==> src/hdl/sis_pkg.sv <==
// ----------------------------------------------------------------------------
// Subrange insertion sorter package
// Widths, register indexes and the command and status bundles shared by the
// controller and the datapath.
// ----------------------------------------------------------------------------
package sis_pkg;

  // Element and configuration widths.
  localparam int unsigned DATA_W    = 32;
  localparam int unsigned CFG_W     = 6;
  localparam int unsigned CFG_IDX_W = 1;

  // Configuration register indexes.
  localparam logic [CFG_IDX_W-1:0] REG_RANGE_START = 1'd0;
  localparam logic [CFG_IDX_W-1:0] REG_RANGE_END   = 1'd1;

  // Register reset values.
  localparam logic [CFG_W-1:0] RANGE_START_RST = 6'd0;
  localparam logic [CFG_W-1:0] RANGE_END_RST   = 6'd63;

  // Commands from the controller to the datapath.
  typedef struct packed {
    logic load_en;   // input channel open, store the word on a handshake
    logic start;     // latch bounds and error flag, set the first position, clear emit index
    logic key_rd;    // read the key at the current position
    logic key_cap;   // capture the key, read its left neighbor
    logic shift;     // move the neighbor one place right, read the next one
    logic place;     // write the key into its slot
    logic pos_inc;   // advance to the next position
    logic emit_rd;   // read the element to be emitted
    logic emit_ld;   // load the output register
    logic clear;     // empty the store
  } sis_cmd_t;

  // Status from the datapath to the controller.
  typedef struct packed {
    logic in_valid;
    logic in_final;
    logic sort_go;       // bounds in range and start below end
    logic less;          // key below the neighbor just read
    logic slot_next_lo;  // a shift now lands the slot on the low bound
    logic pos_at_hi;     // current position is the high bound
    logic out_free;      // output register empty or being taken
    logic emit_last;     // emit index is the last loaded position
  } sis_status_t;

endpackage

==> src/hdl/sis_if.sv <==
// ----------------------------------------------------------------------------
// Subrange insertion sorter stream interfaces
// Valid/ready channels for loaded elements and for emitted results.
// ----------------------------------------------------------------------------
interface sis_in_if;
  import sis_pkg::*;

  logic                     valid;
  logic                     ready;
  logic signed [DATA_W-1:0] element;
  logic                     final_element;

  modport source (output valid, element, final_element, input ready);
  modport sink (input valid, element, final_element, output ready);
endinterface

interface sis_out_if;
  import sis_pkg::*;

  logic                     valid;
  logic                     ready;
  logic signed [DATA_W-1:0] sorted_element;
  logic                     final_result;
  logic                     range_error;

  modport source (output valid, sorted_element, final_result, range_error, input ready);
  modport sink (input valid, sorted_element, final_result, range_error, output ready);
endinterface

==> src/hdl/sis_datapath.sv <==
// ----------------------------------------------------------------------------
// Subrange insertion sorter datapath
// Element store, key and neighbor registers, position counters, the bound
// registers and the output register.
// ----------------------------------------------------------------------------
module sis_datapath #(
  parameter int unsigned MAX_ELEMENTS = 64
) (
  input  logic                                clk_i,
  input  logic                                rst_ni,
  input  logic                                cfg_we_i,
  input  logic [sis_pkg::CFG_IDX_W-1:0]       cfg_idx_i,
  input  logic [sis_pkg::CFG_W-1:0]           cfg_data_i,
  input  sis_pkg::sis_cmd_t                   cmd_i,
  output sis_pkg::sis_status_t                status_o,
  sis_in_if.sink                              in_i,
  sis_out_if.source                           out_o
);
  import sis_pkg::*;

  localparam int unsigned AW   = $clog2(MAX_ELEMENTS);
  localparam int unsigned CW   = $clog2(MAX_ELEMENTS + 1);
  localparam int unsigned CMPW = (CW > CFG_W) ? CW : CFG_W;

  // Element store.
  logic [DATA_W-1:0] mem [MAX_ELEMENTS];

  logic signed [DATA_W-1:0] rd_data_q;
  logic signed [DATA_W-1:0] key_q;
  logic [AW-1:0]            rd_addr;
  logic                     wr_en;
  logic [AW-1:0]            wr_addr;
  logic [DATA_W-1:0]        wr_data;

  logic [CFG_W-1:0] start_q, end_q;
  logic [CW-1:0]    count_q;
  logic [AW-1:0]    pos_q, slot_q, lo_q, hi_q, k_q;
  logic             err_q;
  logic             out_valid_q;
  logic [DATA_W-1:0] out_data_q;
  logic             out_last_q;
  logic             out_err_q;

  logic load_hs;
  logic count_full;
  logic bound_err;

  assign load_hs    = cmd_i.load_en && in_i.valid;
  assign count_full = (count_q == CW'(MAX_ELEMENTS));
  assign bound_err  = (CMPW'(start_q) >= CMPW'(count_q)) || (CMPW'(end_q) >= CMPW'(count_q));

  // Read address: key, left neighbor, next neighbor while shifting, or emit.
  always_comb begin
    rd_addr = pos_q;
    if (cmd_i.key_cap) begin
      rd_addr = slot_q - AW'(1);
    end else if (cmd_i.shift) begin
      rd_addr = slot_q - AW'(2);
    end else if (cmd_i.emit_rd) begin
      rd_addr = k_q;
    end
  end

  // Write port: loaded word, shifted neighbor or placed key.
  always_comb begin
    wr_en   = 1'b0;
    wr_addr = slot_q;
    wr_data = key_q;
    if (load_hs && !count_full) begin
      wr_en   = 1'b1;
      wr_addr = count_q[AW-1:0];
      wr_data = in_i.element;
    end else if (cmd_i.shift) begin
      wr_en   = 1'b1;
      wr_data = rd_data_q;
    end else if (cmd_i.place) begin
      wr_en   = 1'b1;
    end
  end

  // Store with registered read data.
  always_ff @(posedge clk_i) begin
    if (wr_en) begin
      mem[wr_addr] <= wr_data;
    end
    rd_data_q <= mem[rd_addr];
  end

  // Configuration registers.
  always_ff @(posedge clk_i or negedge rst_ni) begin
    if (!rst_ni) begin
      start_q <= RANGE_START_RST;
      end_q   <= RANGE_END_RST;
    end else if (cfg_we_i) begin
      case (cfg_idx_i)
        REG_RANGE_START: start_q <= cfg_data_i;
        REG_RANGE_END:   end_q   <= cfg_data_i;
        default: ;
      endcase
    end
  end

  // Fill count, position counters and output valid.
  always_ff @(posedge clk_i or negedge rst_ni) begin
    if (!rst_ni) begin
      count_q     <= '0;
      pos_q       <= '0;
      slot_q      <= '0;
      k_q         <= '0;
      err_q       <= 1'b0;
      out_valid_q <= 1'b0;
    end else begin
      if (load_hs && !count_full) begin
        count_q <= count_q + CW'(1);
      end
      if (cmd_i.clear) begin
        count_q <= '0;
      end
      if (cmd_i.start) begin
        err_q <= bound_err;
        pos_q <= AW'(start_q) + AW'(1);
        k_q   <= '0;
      end
      if (cmd_i.key_rd) begin
        slot_q <= pos_q;
      end
      if (cmd_i.shift) begin
        slot_q <= slot_q - AW'(1);
      end
      if (cmd_i.pos_inc) begin
        pos_q <= pos_q + AW'(1);
      end
      if (out_valid_q && out_o.ready) begin
        out_valid_q <= 1'b0;
      end
      if (cmd_i.emit_ld) begin
        out_valid_q <= 1'b1;
        k_q         <= k_q + AW'(1);
      end
    end
  end

  // Payload registers.
  always_ff @(posedge clk_i) begin
    if (cmd_i.start) begin
      lo_q <= AW'(start_q);
      hi_q <= AW'(end_q);
    end
    if (cmd_i.key_cap) begin
      key_q <= rd_data_q;
    end
    if (cmd_i.emit_ld) begin
      out_data_q <= rd_data_q;
      out_last_q <= status_o.emit_last;
      out_err_q  <= err_q;
    end
  end

  // Status toward the controller.
  assign status_o.in_valid     = in_i.valid;
  assign status_o.in_final     = in_i.final_element;
  assign status_o.sort_go      = !bound_err && (start_q < end_q);
  assign status_o.less         = key_q < rd_data_q;
  assign status_o.slot_next_lo = (slot_q - AW'(1)) == lo_q;
  assign status_o.pos_at_hi    = pos_q == hi_q;
  assign status_o.out_free     = !out_valid_q || out_o.ready;
  assign status_o.emit_last    = (CW'(k_q) + CW'(1)) == count_q;

  // Channel drive.
  assign in_i.ready           = cmd_i.load_en;
  assign out_o.valid          = out_valid_q;
  assign out_o.sorted_element = out_data_q;
  assign out_o.final_result   = out_last_q;
  assign out_o.range_error    = out_err_q;

endmodule

==> src/hdl/sis_controller.sv <==
// ----------------------------------------------------------------------------
// Subrange insertion sorter controller
// Sequences loading, the insertion passes over the store and the emission of
// the result words.
// ----------------------------------------------------------------------------
module sis_controller (
  input  logic                 clk_i,
  input  logic                 rst_ni,
  input  sis_pkg::sis_status_t status_i,
  output sis_pkg::sis_cmd_t    cmd_o
);
  import sis_pkg::*;

  localparam logic [2:0] ST_LOAD    = 3'd0;
  localparam logic [2:0] ST_DECIDE  = 3'd1;
  localparam logic [2:0] ST_KEY_RD  = 3'd2;
  localparam logic [2:0] ST_KEY_CAP = 3'd3;
  localparam logic [2:0] ST_CMP     = 3'd4;
  localparam logic [2:0] ST_PLACE   = 3'd5;
  localparam logic [2:0] ST_EMIT_RD = 3'd6;
  localparam logic [2:0] ST_EMIT_LD = 3'd7;

  logic [2:0] state_q, state_d;

  // Next state and command decode.
  always_comb begin
    state_d = state_q;
    cmd_o   = '0;
    case (state_q)
      ST_LOAD: begin
        cmd_o.load_en = 1'b1;
        if (status_i.in_valid && status_i.in_final) begin
          state_d = ST_DECIDE;
        end
      end
      ST_DECIDE: begin
        cmd_o.start = 1'b1;
        state_d = status_i.sort_go ? ST_KEY_RD : ST_EMIT_RD;
      end
      ST_KEY_RD: begin
        cmd_o.key_rd = 1'b1;
        state_d = ST_KEY_CAP;
      end
      ST_KEY_CAP: begin
        cmd_o.key_cap = 1'b1;
        state_d = ST_CMP;
      end
      ST_CMP: begin
        if (status_i.less) begin
          cmd_o.shift = 1'b1;
          if (status_i.slot_next_lo) begin
            state_d = ST_PLACE;
          end
        end else begin
          cmd_o.place = 1'b1;
          if (status_i.pos_at_hi) begin
            state_d = ST_EMIT_RD;
          end else begin
            cmd_o.pos_inc = 1'b1;
            state_d = ST_KEY_RD;
          end
        end
      end
      ST_PLACE: begin
        cmd_o.place = 1'b1;
        if (status_i.pos_at_hi) begin
          state_d = ST_EMIT_RD;
        end else begin
          cmd_o.pos_inc = 1'b1;
          state_d = ST_KEY_RD;
        end
      end
      ST_EMIT_RD: begin
        if (status_i.out_free) begin
          cmd_o.emit_rd = 1'b1;
          state_d = ST_EMIT_LD;
        end
      end
      ST_EMIT_LD: begin
        cmd_o.emit_ld = 1'b1;
        if (status_i.emit_last) begin
          cmd_o.clear = 1'b1;
          state_d = ST_LOAD;
        end else begin
          state_d = ST_EMIT_RD;
        end
      end
      default: begin
        state_d = ST_LOAD;
      end
    endcase
  end

  // State register.
  always_ff @(posedge clk_i or negedge rst_ni) begin
    if (!rst_ni) begin
      state_q <= ST_LOAD;
    end else begin
      state_q <= state_d;
    end
  end

endmodule

==> src/hdl/subrange_insertion_sorter_unit.sv <==
// ----------------------------------------------------------------------------
// Subrange insertion sorter unit
// Loads a set of signed words, insertion-sorts a configured subrange of
// positions in place and streams the whole set back out in position order.
// ----------------------------------------------------------------------------
// Usage:
//   in_i carries one word per handshake; final_element closes the set. Words
//   beyond MAX_ELEMENTS are dropped, the closing word still closes the set.
//   Loading takes one word per cycle. After the closing word the unit stops
//   taking input, checks the bounds and sorts positions range_start through
//   range_end in the store: each position reads its key, moves every larger
//   word on its left one place right and writes the key into the gap.
//   A bound at or above the loaded count skips the sort and flags every
//   result with range_error.
//   out_o then carries the words in position order through the store's registered
//   read port, with final_result on the last one. The output register holds a
//   word while out_o.ready is low and the sequencer waits; the unit takes the
//   next set as soon as the last word sits in the output register.
//   Reset puts the unit in loading with an empty store, range_start 0 and
//   range_end 63. Write range_start and range_end through cfg_we_i only while
//   the unit is idle.
// ----------------------------------------------------------------------------
module subrange_insertion_sorter_unit #(
  parameter int unsigned MAX_ELEMENTS = 64
) (
  input  logic                          clk_i,
  input  logic                          rst_ni,
  input  logic                          cfg_we_i,
  input  logic [sis_pkg::CFG_IDX_W-1:0] cfg_idx_i,
  input  logic [sis_pkg::CFG_W-1:0]     cfg_data_i,
  sis_in_if.sink                        in_i,
  sis_out_if.source                     out_o
);
  import sis_pkg::*;

  sis_cmd_t    cmd;
  sis_status_t status;

  // Sequencer.
  sis_controller u_ctrl (
    .clk_i    (clk_i),
    .rst_ni   (rst_ni),
    .status_i (status),
    .cmd_o    (cmd)
  );

  // Store, counters and output register.
  sis_datapath #(
    .MAX_ELEMENTS (MAX_ELEMENTS)
  ) u_dp (
    .clk_i      (clk_i),
    .rst_ni     (rst_ni),
    .cfg_we_i   (cfg_we_i),
    .cfg_idx_i  (cfg_idx_i),
    .cfg_data_i (cfg_data_i),
    .cmd_i      (cmd),
    .status_o   (status),
    .in_i       (in_i),
    .out_o      (out_o)
  );

endmodule

==> src/flat_wrapper.sv <==
// flat-port wrapper written by rule: the top's interface ports become plain ports
module subrange_insertion_sorter_unit_flat import sis_pkg::*;
#(
  parameter int unsigned MAX_ELEMENTS = 64
)
  (clk_i, rst_ni, cfg_we_i, cfg_idx_i, cfg_data_i, in_i_valid, in_i_element, in_i_final_element, in_i_ready, out_o_valid, out_o_sorted_element, out_o_final_result, out_o_range_error, out_o_ready);
  sis_in_if in_i_i ();
  sis_out_if out_o_i ();
  input  logic clk_i;
  input  logic rst_ni;
  input  logic cfg_we_i;
  input  logic [sis_pkg::CFG_IDX_W-1:0] cfg_idx_i;
  input  logic [sis_pkg::CFG_W-1:0] cfg_data_i;
  input wire logic [$bits(in_i_i.valid)-1:0] in_i_valid;
  input wire logic [$bits(in_i_i.element)-1:0] in_i_element;
  input wire logic [$bits(in_i_i.final_element)-1:0] in_i_final_element;
  output wire logic [$bits(in_i_i.ready)-1:0] in_i_ready;
  output wire logic [$bits(out_o_i.valid)-1:0] out_o_valid;
  output wire logic [$bits(out_o_i.sorted_element)-1:0] out_o_sorted_element;
  output wire logic [$bits(out_o_i.final_result)-1:0] out_o_final_result;
  output wire logic [$bits(out_o_i.range_error)-1:0] out_o_range_error;
  input wire logic [$bits(out_o_i.ready)-1:0] out_o_ready;
  assign in_i_i.valid = in_i_valid;
  assign in_i_i.element = in_i_element;
  assign in_i_i.final_element = in_i_final_element;
  assign in_i_ready = in_i_i.ready;
  assign out_o_valid = out_o_i.valid;
  assign out_o_sorted_element = out_o_i.sorted_element;
  assign out_o_final_result = out_o_i.final_result;
  assign out_o_range_error = out_o_i.range_error;
  assign out_o_i.ready = out_o_ready;
  subrange_insertion_sorter_unit #(.MAX_ELEMENTS(MAX_ELEMENTS)) u_core (.clk_i(clk_i), .rst_ni(rst_ni), .cfg_we_i(cfg_we_i), .cfg_idx_i(cfg_idx_i), .cfg_data_i(cfg_data_i), .in_i(in_i_i), .out_o(out_o_i));
endmodule
==> config.mk <==
export PLATFORM = sky130hd
export DESIGN_NAME = subrange_insertion_sorter_unit_flat
export DESIGN_NICKNAME = d
export VERILOG_FILES = /design/src/hdl/sis_pkg.sv /design/src/hdl/sis_if.sv /design/src/hdl/sis_datapath.sv /design/src/hdl/sis_controller.sv /design/src/hdl/subrange_insertion_sorter_unit.sv /design/src/flat_wrapper.sv
export SDC_FILE = /design/constraint.sdc
export NUM_CORES = 2
export LEC_CHECK = 0
export BUFFER_PORTS_ARGS = -buffer_cell sky130_fd_sc_hd__buf_2
export CAP_MARGIN = 25
export CELL_PAD_IN_SITES_DETAIL_PLACEMENT = 1
export CELL_PAD_IN_SITES_GLOBAL_PLACEMENT = 1
export CORE_UTILIZATION = 43
export DETAILED_ROUTE_END_ITERATION = 6
export GPL_TIMING_DRIVEN = 0
export PLACE_DENSITY_LB_ADDON = 0.1
export SYNTH_ARGS = -nofsm -noshare
export SYNTH_HDL_FRONTEND = slang
export SYNTH_HIERARCHICAL = 1
export SYNTH_SLANG_ARGS = --single-unit
==> constraint.sdc <==
create_clock -name clk_i -period 16.1 [get_ports clk_i]
set_input_delay 0 -clock clk_i [delete_from_list [all_inputs] [get_ports clk_i]]
set_output_delay 0 -clock clk_i [all_outputs]
set_load 0.005 [all_outputs]
; Word level (Yosys, flattened, before mapping)
; Memory sizes are Yosys's and may differ from the RTL's. A register that Yosys moved wholly into a read port is not among the register bits.
; Index checks and enable logic that the tools add are counted.
[word_totals]
ramBits = 2048
output_inout_bits = 36
regBits = 120
memories = 1
input_bits = 45
[memory_table]
columns = memory, words, word_bits, rd, rd_clocked_by_memory_dff, wr, line
row1 = u_core.u_dp.mem, 64, 32, 1, 1, 1, sis_datapath.sv:26  ; logic [DATA_W-1:0] mem [MAX_ELEMENTS];
[op_classes]
n_bitwise = 1
order_cmp = 4
add_sub_neg = 7
n_mux = 42
eq_ne = 14
reduce_logical = 19
[op_table]
columns = cell, n
row1 = 32-bit two-way mux, 2
row2 = 6-bit two-way mux, 10
row3 = 32-bit < comparator, 1
row4 = 3-bit one-hot mux with 8 select lines, 1
row5 = 3-bit two-way mux, 7
row6 = "6-bit by 1-bit adder with 6-bit output, second input constant", 3
row7 = 1-bit two-way mux, 17
row8 = 6-bit by 7-bit >= comparator with 1-bit output, 2
row9 = 7-bit two-way mux, 2
row10 = "3-bit == test, second input constant", 4
row11 = 6-bit == test, 2
row12 = 2-bit nonzero test, 5
row13 = "6-bit by 1-bit adder with 7-bit output, second input constant", 1
row14 = "7-bit by 1-bit adder with 7-bit output, second input constant", 1
row15 = 7-bit == test, 1
row16 = "7-bit == test, second input constant", 1
row17 = "3-bit by 2-bit == test with 1-bit output, second input constant", 2
row18 = 6-bit < comparator, 1
row19 = "6-bit by 1-bit subtractor with 6-bit output, second input constant", 1
row20 = "6-bit by 2-bit subtractor with 6-bit output, second input constant", 1
row21 = 1-bit logical AND, 5
row22 = 2-bit two-way mux, 2
row23 = 2-bit one-hot mux with 2 select lines, 1
row24 = 2-bit AND reduction, 2
row25 = 9 further kinds, 12

; Logic depth before layout (Yosys ltp)
[depth]
depth_word = 9
mapped_depth = 25

; Hierarchy
; Netlist, hierarchy kept.
[modules_own_cells]
columns = module, instances, cells_per_inst, seq_area_each_um2, area_per_inst_um2
row1 = sis_datapath, 1, 6858, 65465.3, 91455.2
row2 = sis_controller, 1, 32, 75.1, 297.8

; Worst setup path after synthesis
; Ideal clock, no wire load.
[synth_path]
path_kind = register -> register
start = register u_core.u_dp.rd_data_q[9], read port of u_core.u_dp.mem
end = memory u_core.u_dp.mem[0][11], data pin
setup_slack_ns = 9.107
required_time_ns = 15.398
t_arrival_ns = 6.292
period_less_slack_ns = 6.993
path_buffers = 3
path_stages_with_launch = 17
path_cell_list = dfxtp_1 > inv_1 > ha_1 > a21o_1 > a21o_1 > a21o_1 > a21oi_1 > a2bb2oi_1 > o211ai_1 > a221o_1 > a21oi_1 > nor3b_1 > buf_2 > buf_1 > buf_1 > mux2i_1 > o21ai_0
[synth_rtl]
columns = element, line
row1 = "start, declared", sis_datapath.sv:28  ; logic signed [DATA_W-1:0] rd_data_q;
row2 = "end, declared", sis_datapath.sv:26

; Worst setup path after layout
[layout_path]
start = register u_core.u_dp.slot_q[1]
end = register u_core.u_dp.rd_data_q[16], read port of u_core.u_dp.mem
[layout_via]
elab_chain_cells = 3
elab_cells_between_ends = 4
classes_between = 2 x add/sub / 2 x mux
[layout_rtl]
columns = element, line
row1 = "start, declared", sis_datapath.sv:37  ; logic [AW-1:0] pos_q, slot_q, lo_q, hi_q, k_q;
row2 = "start signal, assigned", sis_datapath.sv:125  ; slot_q <= pos_q;
row3 = "start signal, assigned", sis_datapath.sv:128  ; slot_q <= slot_q - AW'(1);
row4 = 6-bit by 2-bit subtractor with 6-bit output, sis_datapath.sv:58  ; rd_addr = slot_q - AW'(2);
row5 = 6-bit two-way mux, sis_datapath.sv:57  ; end else if (cmd_i.shift) begin
row6 = 6-bit two-way mux *, sis_datapath.sv:55  ; if (cmd_i.key_cap) begin
; Mark *: on every way between the ends. The rest lies on a longest branch, timed or not.
; A chain may end at the register's enable or synchronous reset.

==> metrics <==
power share of the combinational group 0.487; max cap viols 0; mapped cell area 91800 um^2; # port buffers 79; Core Util, Final 0.507; Critical Path Max Stage Delay 0.90 ns; die area 215000 um^2; CP max FO 10; H-tree depth 4; Routed Antenna Nets 0; via count 63800; largest net degree at the start of global routing 42; Crit path required time 16.79 ns; clk_lat worst skew 0.88 ns; Vias per Instance 6.11; final hold viol count 0; CTS Sinks 2200; total core area 212000 um^2; # nets final 7521; final wirelength 339000 um; final setup TNS 0 ns; drt drc 65; Seq/Total Area, Yosys 0.714; initial DRC count 7505; failing checks DRC; Synth Register Bits 2200; unrepaired setup endpoints after global routing no; crit share post-route 0.567; share of cells above drive strength 1 0.134; crit start category flop; Routed wire per std cell 32.4 um; row count 169; Leakage 37.2 nW; # setup viols final 0; worst min-delay path category in2reg; first drt pass iteration count 7; Psw 10.6 mW; global-route wire length before repair 476000 um; initial antenna violation count 33; starting density of the core 0.433; worst-path cell with the longest stage delay or4_1; skew final 0.0449 ns; power density over the cells 215 nW/um^2; WS Path Type reg2reg; Clk pin slew, worst setup/hold paths 0.06 ns; area delta synth->final 17.1%; Int Pwr 12.5 mW; maximum vdd ir drop 0.131 mV; worst-path cell chain clkbuf_1 -> clkbuf_1 -> buf_2 -> buf_1 -> inv_1 -> ha_1 -> xor2_1 -> nand2_1 -> nand2_2 -> buf_4 -> buf_2 -> buf_1 -> a211oi_1 -> o21ai_0 -> nand4_1 -> or4_1 -> nor4_2; Die Ht 464 um; Post-synth ARST share 0.0191; worst hold slack 0.0701 ns; Worst EP arrival 9.81 ns; CTS root buf clkbuf_16; CTS tree done; Max-Slew Margin vs Limit 0.245; Syn Inst Count 6890; status complete, but fails checks; Seq pwr share 0.287; routability cong. 0.898; worst slew pin tran 1.13 ns; Yosys warnings 6; Post-synth EDFFs 2126; Final Slew Violations 0; crit path capture type flop; clock network power share 0.226; io pins 81; post_cts resized 0; Die X 464 um; vias in the first global route 64300; post-synth cell types 90; Avg Inst Size Synth 13.3 um^2; HPWL after DPL 242000 um; minimum clock period 9.12 ns; fmax 110 MHz; GRT Overall Usage 0.311; Sw Ratio 0.460; Synthesized Nets 6989; worst-case clock buffer depth 3; CTS buffer count 233; GRT Residual Overflow 0; Primary FF master, synth edfxtp_1
[placed cells by master (no fill, tap or decap), types with 114 or more instances in the layout]
master	count
edfxtp_1	2126
nand2_1	1432
and3_1	410
nand3_1	382
a211oi_1	302
clkbuf_1	301
buf_2	277
clkbuf_16	238
a21oi_1	238
mux2i_1	206
o21ai_0	158
a31oi_1	121
buf_12	114
[flip-flops by register name, indices dropped and copies added (netlist names), 3 cells and up]
| name | flops |
|---|---|
| u_core/u_dp/key_q | 32 |
| u_core/u_dp/end_q | 6 |
| u_core/u_dp/hi_q | 6 |
| u_core/u_dp/lo_q | 6 |
| u_core/u_dp/mem | 2048 |
| u_core/u_dp/pos_q | 6 |
| u_core/u_ctrl/state_q | 3 |
| u_core/u_dp/start_q | 6 |
| u_core/u_dp/count_q | 7 |
| u_core/u_dp/out_o.sorted_element | 32 |
| u_core/u_dp/rd_data_q | 32 |
| u_core/u_dp/k_q | 6 |
| u_core/u_dp/slot_q | 6 |
[worst max-delay path, delay by kind of cell, from the launching register on]
family          cells  cell delay, ns
fa+ha+maj           1            0.33
xor+xnor            1            0.29
simple gates        5            3.18
flops               1            0.32
compound gates      2            0.63
buf+inv             8            4.13
[final timing paths]
path	slack, ns	cells after the start	to	start
min in group asynchronous	0.29	3	u_core/u_dp/end_q[3]$_DFFE_PN1P_	rst_ni
min reg2reg	0.47	0	u_core/u_dp/out_o.range_error$_DFFE_PP_	u_core/u_dp/err_q$_DFFE_PN0P_
max	6.98	17	u_core/u_dp/rd_data_q[16]$_DFF_P_	u_core/u_dp/slot_q[1]$_DFFE_PN0P_
max reg2reg	6.98	17	u_core/u_dp/rd_data_q[16]$_DFF_P_	u_core/u_dp/slot_q[1]$_DFFE_PN0P_
max in group asynchronous	15.52	4	u_core/u_ctrl/state_q[1]$_DFFE_PN0P_	rst_ni
min	0.07	4	u_core/u_dp/mem[50][17]$_DFFE_PP_	in_i_element[17]
[power by group through the flow]
stage          registers, mW  clock network (mW)  logic, mW
2_1_floorplan           6.74                   0       5.75
4_1_cts                 6.63                5.28       11.0
6_report                6.63                5.21       11.2
5_1_grt                 6.65                5.48       11.7
3_3_place_gp            6.81                   0       10.5
3_5_place_dp            6.75                   0       10.9
[synth_stat cells (all sizes together), types with 4 or more instances]
| master | instances | area share |
|---|---|---|
| clkbuf | 244 | 0.010 |
| a21oi | 240 | 0.013 |
| and3 | 411 | 0.028 |
| o22ai | 92 | 0.0063 |
| or3 | 5 | 0.00034 |
| ha | 54 | 0.0074 |
| edfxtp | 2126 | 0.70 |
| mux2i | 206 | 0.022 |
| a221oi | 23 | 0.0023 |
| nor2b | 18 | 0.0013 |
| inv | 51 | 0.0021 |
| dfstp | 6 | 0.0017 |
| a31oi | 121 | 0.0083 |
| or4 | 57 | 0.0047 |
| xor2 | 13 | 0.0012 |
| a32oi | 6 | 0.00057 |
| o311ai | 5 | 0.00048 |
| a21o | 19 | 0.0016 |
| o211ai | 13 | 0.0011 |
| a211oi | 304 | 0.025 |
| nand2b | 15 | 0.0011 |
| dfxtp | 32 | 0.0070 |
| o221ai | 40 | 0.0040 |
| a311oi | 7 | 0.00067 |
| a22o | 28 | 0.0027 |
| o22a | 6 | 0.00057 |
| nand2 | 1433 | 0.059 |
| nand4 | 50 | 0.0035 |
| nor2 | 122 | 0.0050 |
| buf | 257 | 0.014 |
| nor3b | 8 | 0.00065 |
| nand3 | 384 | 0.021 |
| xnor2 | 26 | 0.0025 |
| nor4 | 41 | 0.0039 |
| mux2 | 59 | 0.0072 |
| mux4 | 6 | 0.0015 |
| a31o | 56 | 0.0053 |
| o31ai | 9 | 0.00074 |
| nand4b | 4 | 0.00038 |
| dfrtp | 36 | 0.0098 |
| o21ai | 191 | 0.011 |
| nor3 | 24 | 0.0014 |
| and2 | 6 | 0.00045 |
[cells by family after synthesis]
| family | share of synthesized area |
|---|---|
| AOI/OAI and AO/OA | 0.0861 |
| xor gates and xnor gates | 0.00372 |
| adders and majority gates | 0.00736 |
| buffers and inverters | 0.0263 |
| DFF | 0.714 |
| muxes | 0.0312 |
| and+or+nand+nor | 0.131 |
[per-layer routing]
layer,part of all wire,up-vias,track usage
met5,0.00022,-,0
met4,0.050,12,0.136
met3,0.076,684,0.0511
met2,0.47,2692,0.501
met1,0.40,33200,0.414
li1,-,27200,-
[cell type report]
cell class | instances | area [um^2]
sequential | 2200 | 65500
timing repair buffer | 297 | 4030
antenna | 10 | 25.0
inverter | 52 | 195
clock inverter | 126 | 993
fill | 20900 | 105000
multi-input combinational | 4137 | 24700
tap | 2821 | 3530
clock buffer | 304 | 6280
buffer | 501 | 2220
[metrics by stage]
| stage | cells | area, um^2 | worst slack (ns) | total power [mW] |
|---|---|---|---|---|
| final | 10400 | 107000 | 6.98 | 23.1 |
| after global routing | 10400 | 107000 | 6.94 | 23.8 |
| after CTS | 10400 | 107000 | 7.07 | 22.9 |
| after detailed placement | 9948 | 99600 | 7.08 | 17.7 |
| after global placement | 9790 | 95700 | 0.339 | 17.4 |
| after floorplan | 6890 | 91800 | 9.11 | 12.5 |
[repair_timing]
action	CTS	global route
hold endpoints to repair	1426	0
hold buffers	57	0
setup buffers	0	0
Power figures use the tool's default switching activity.
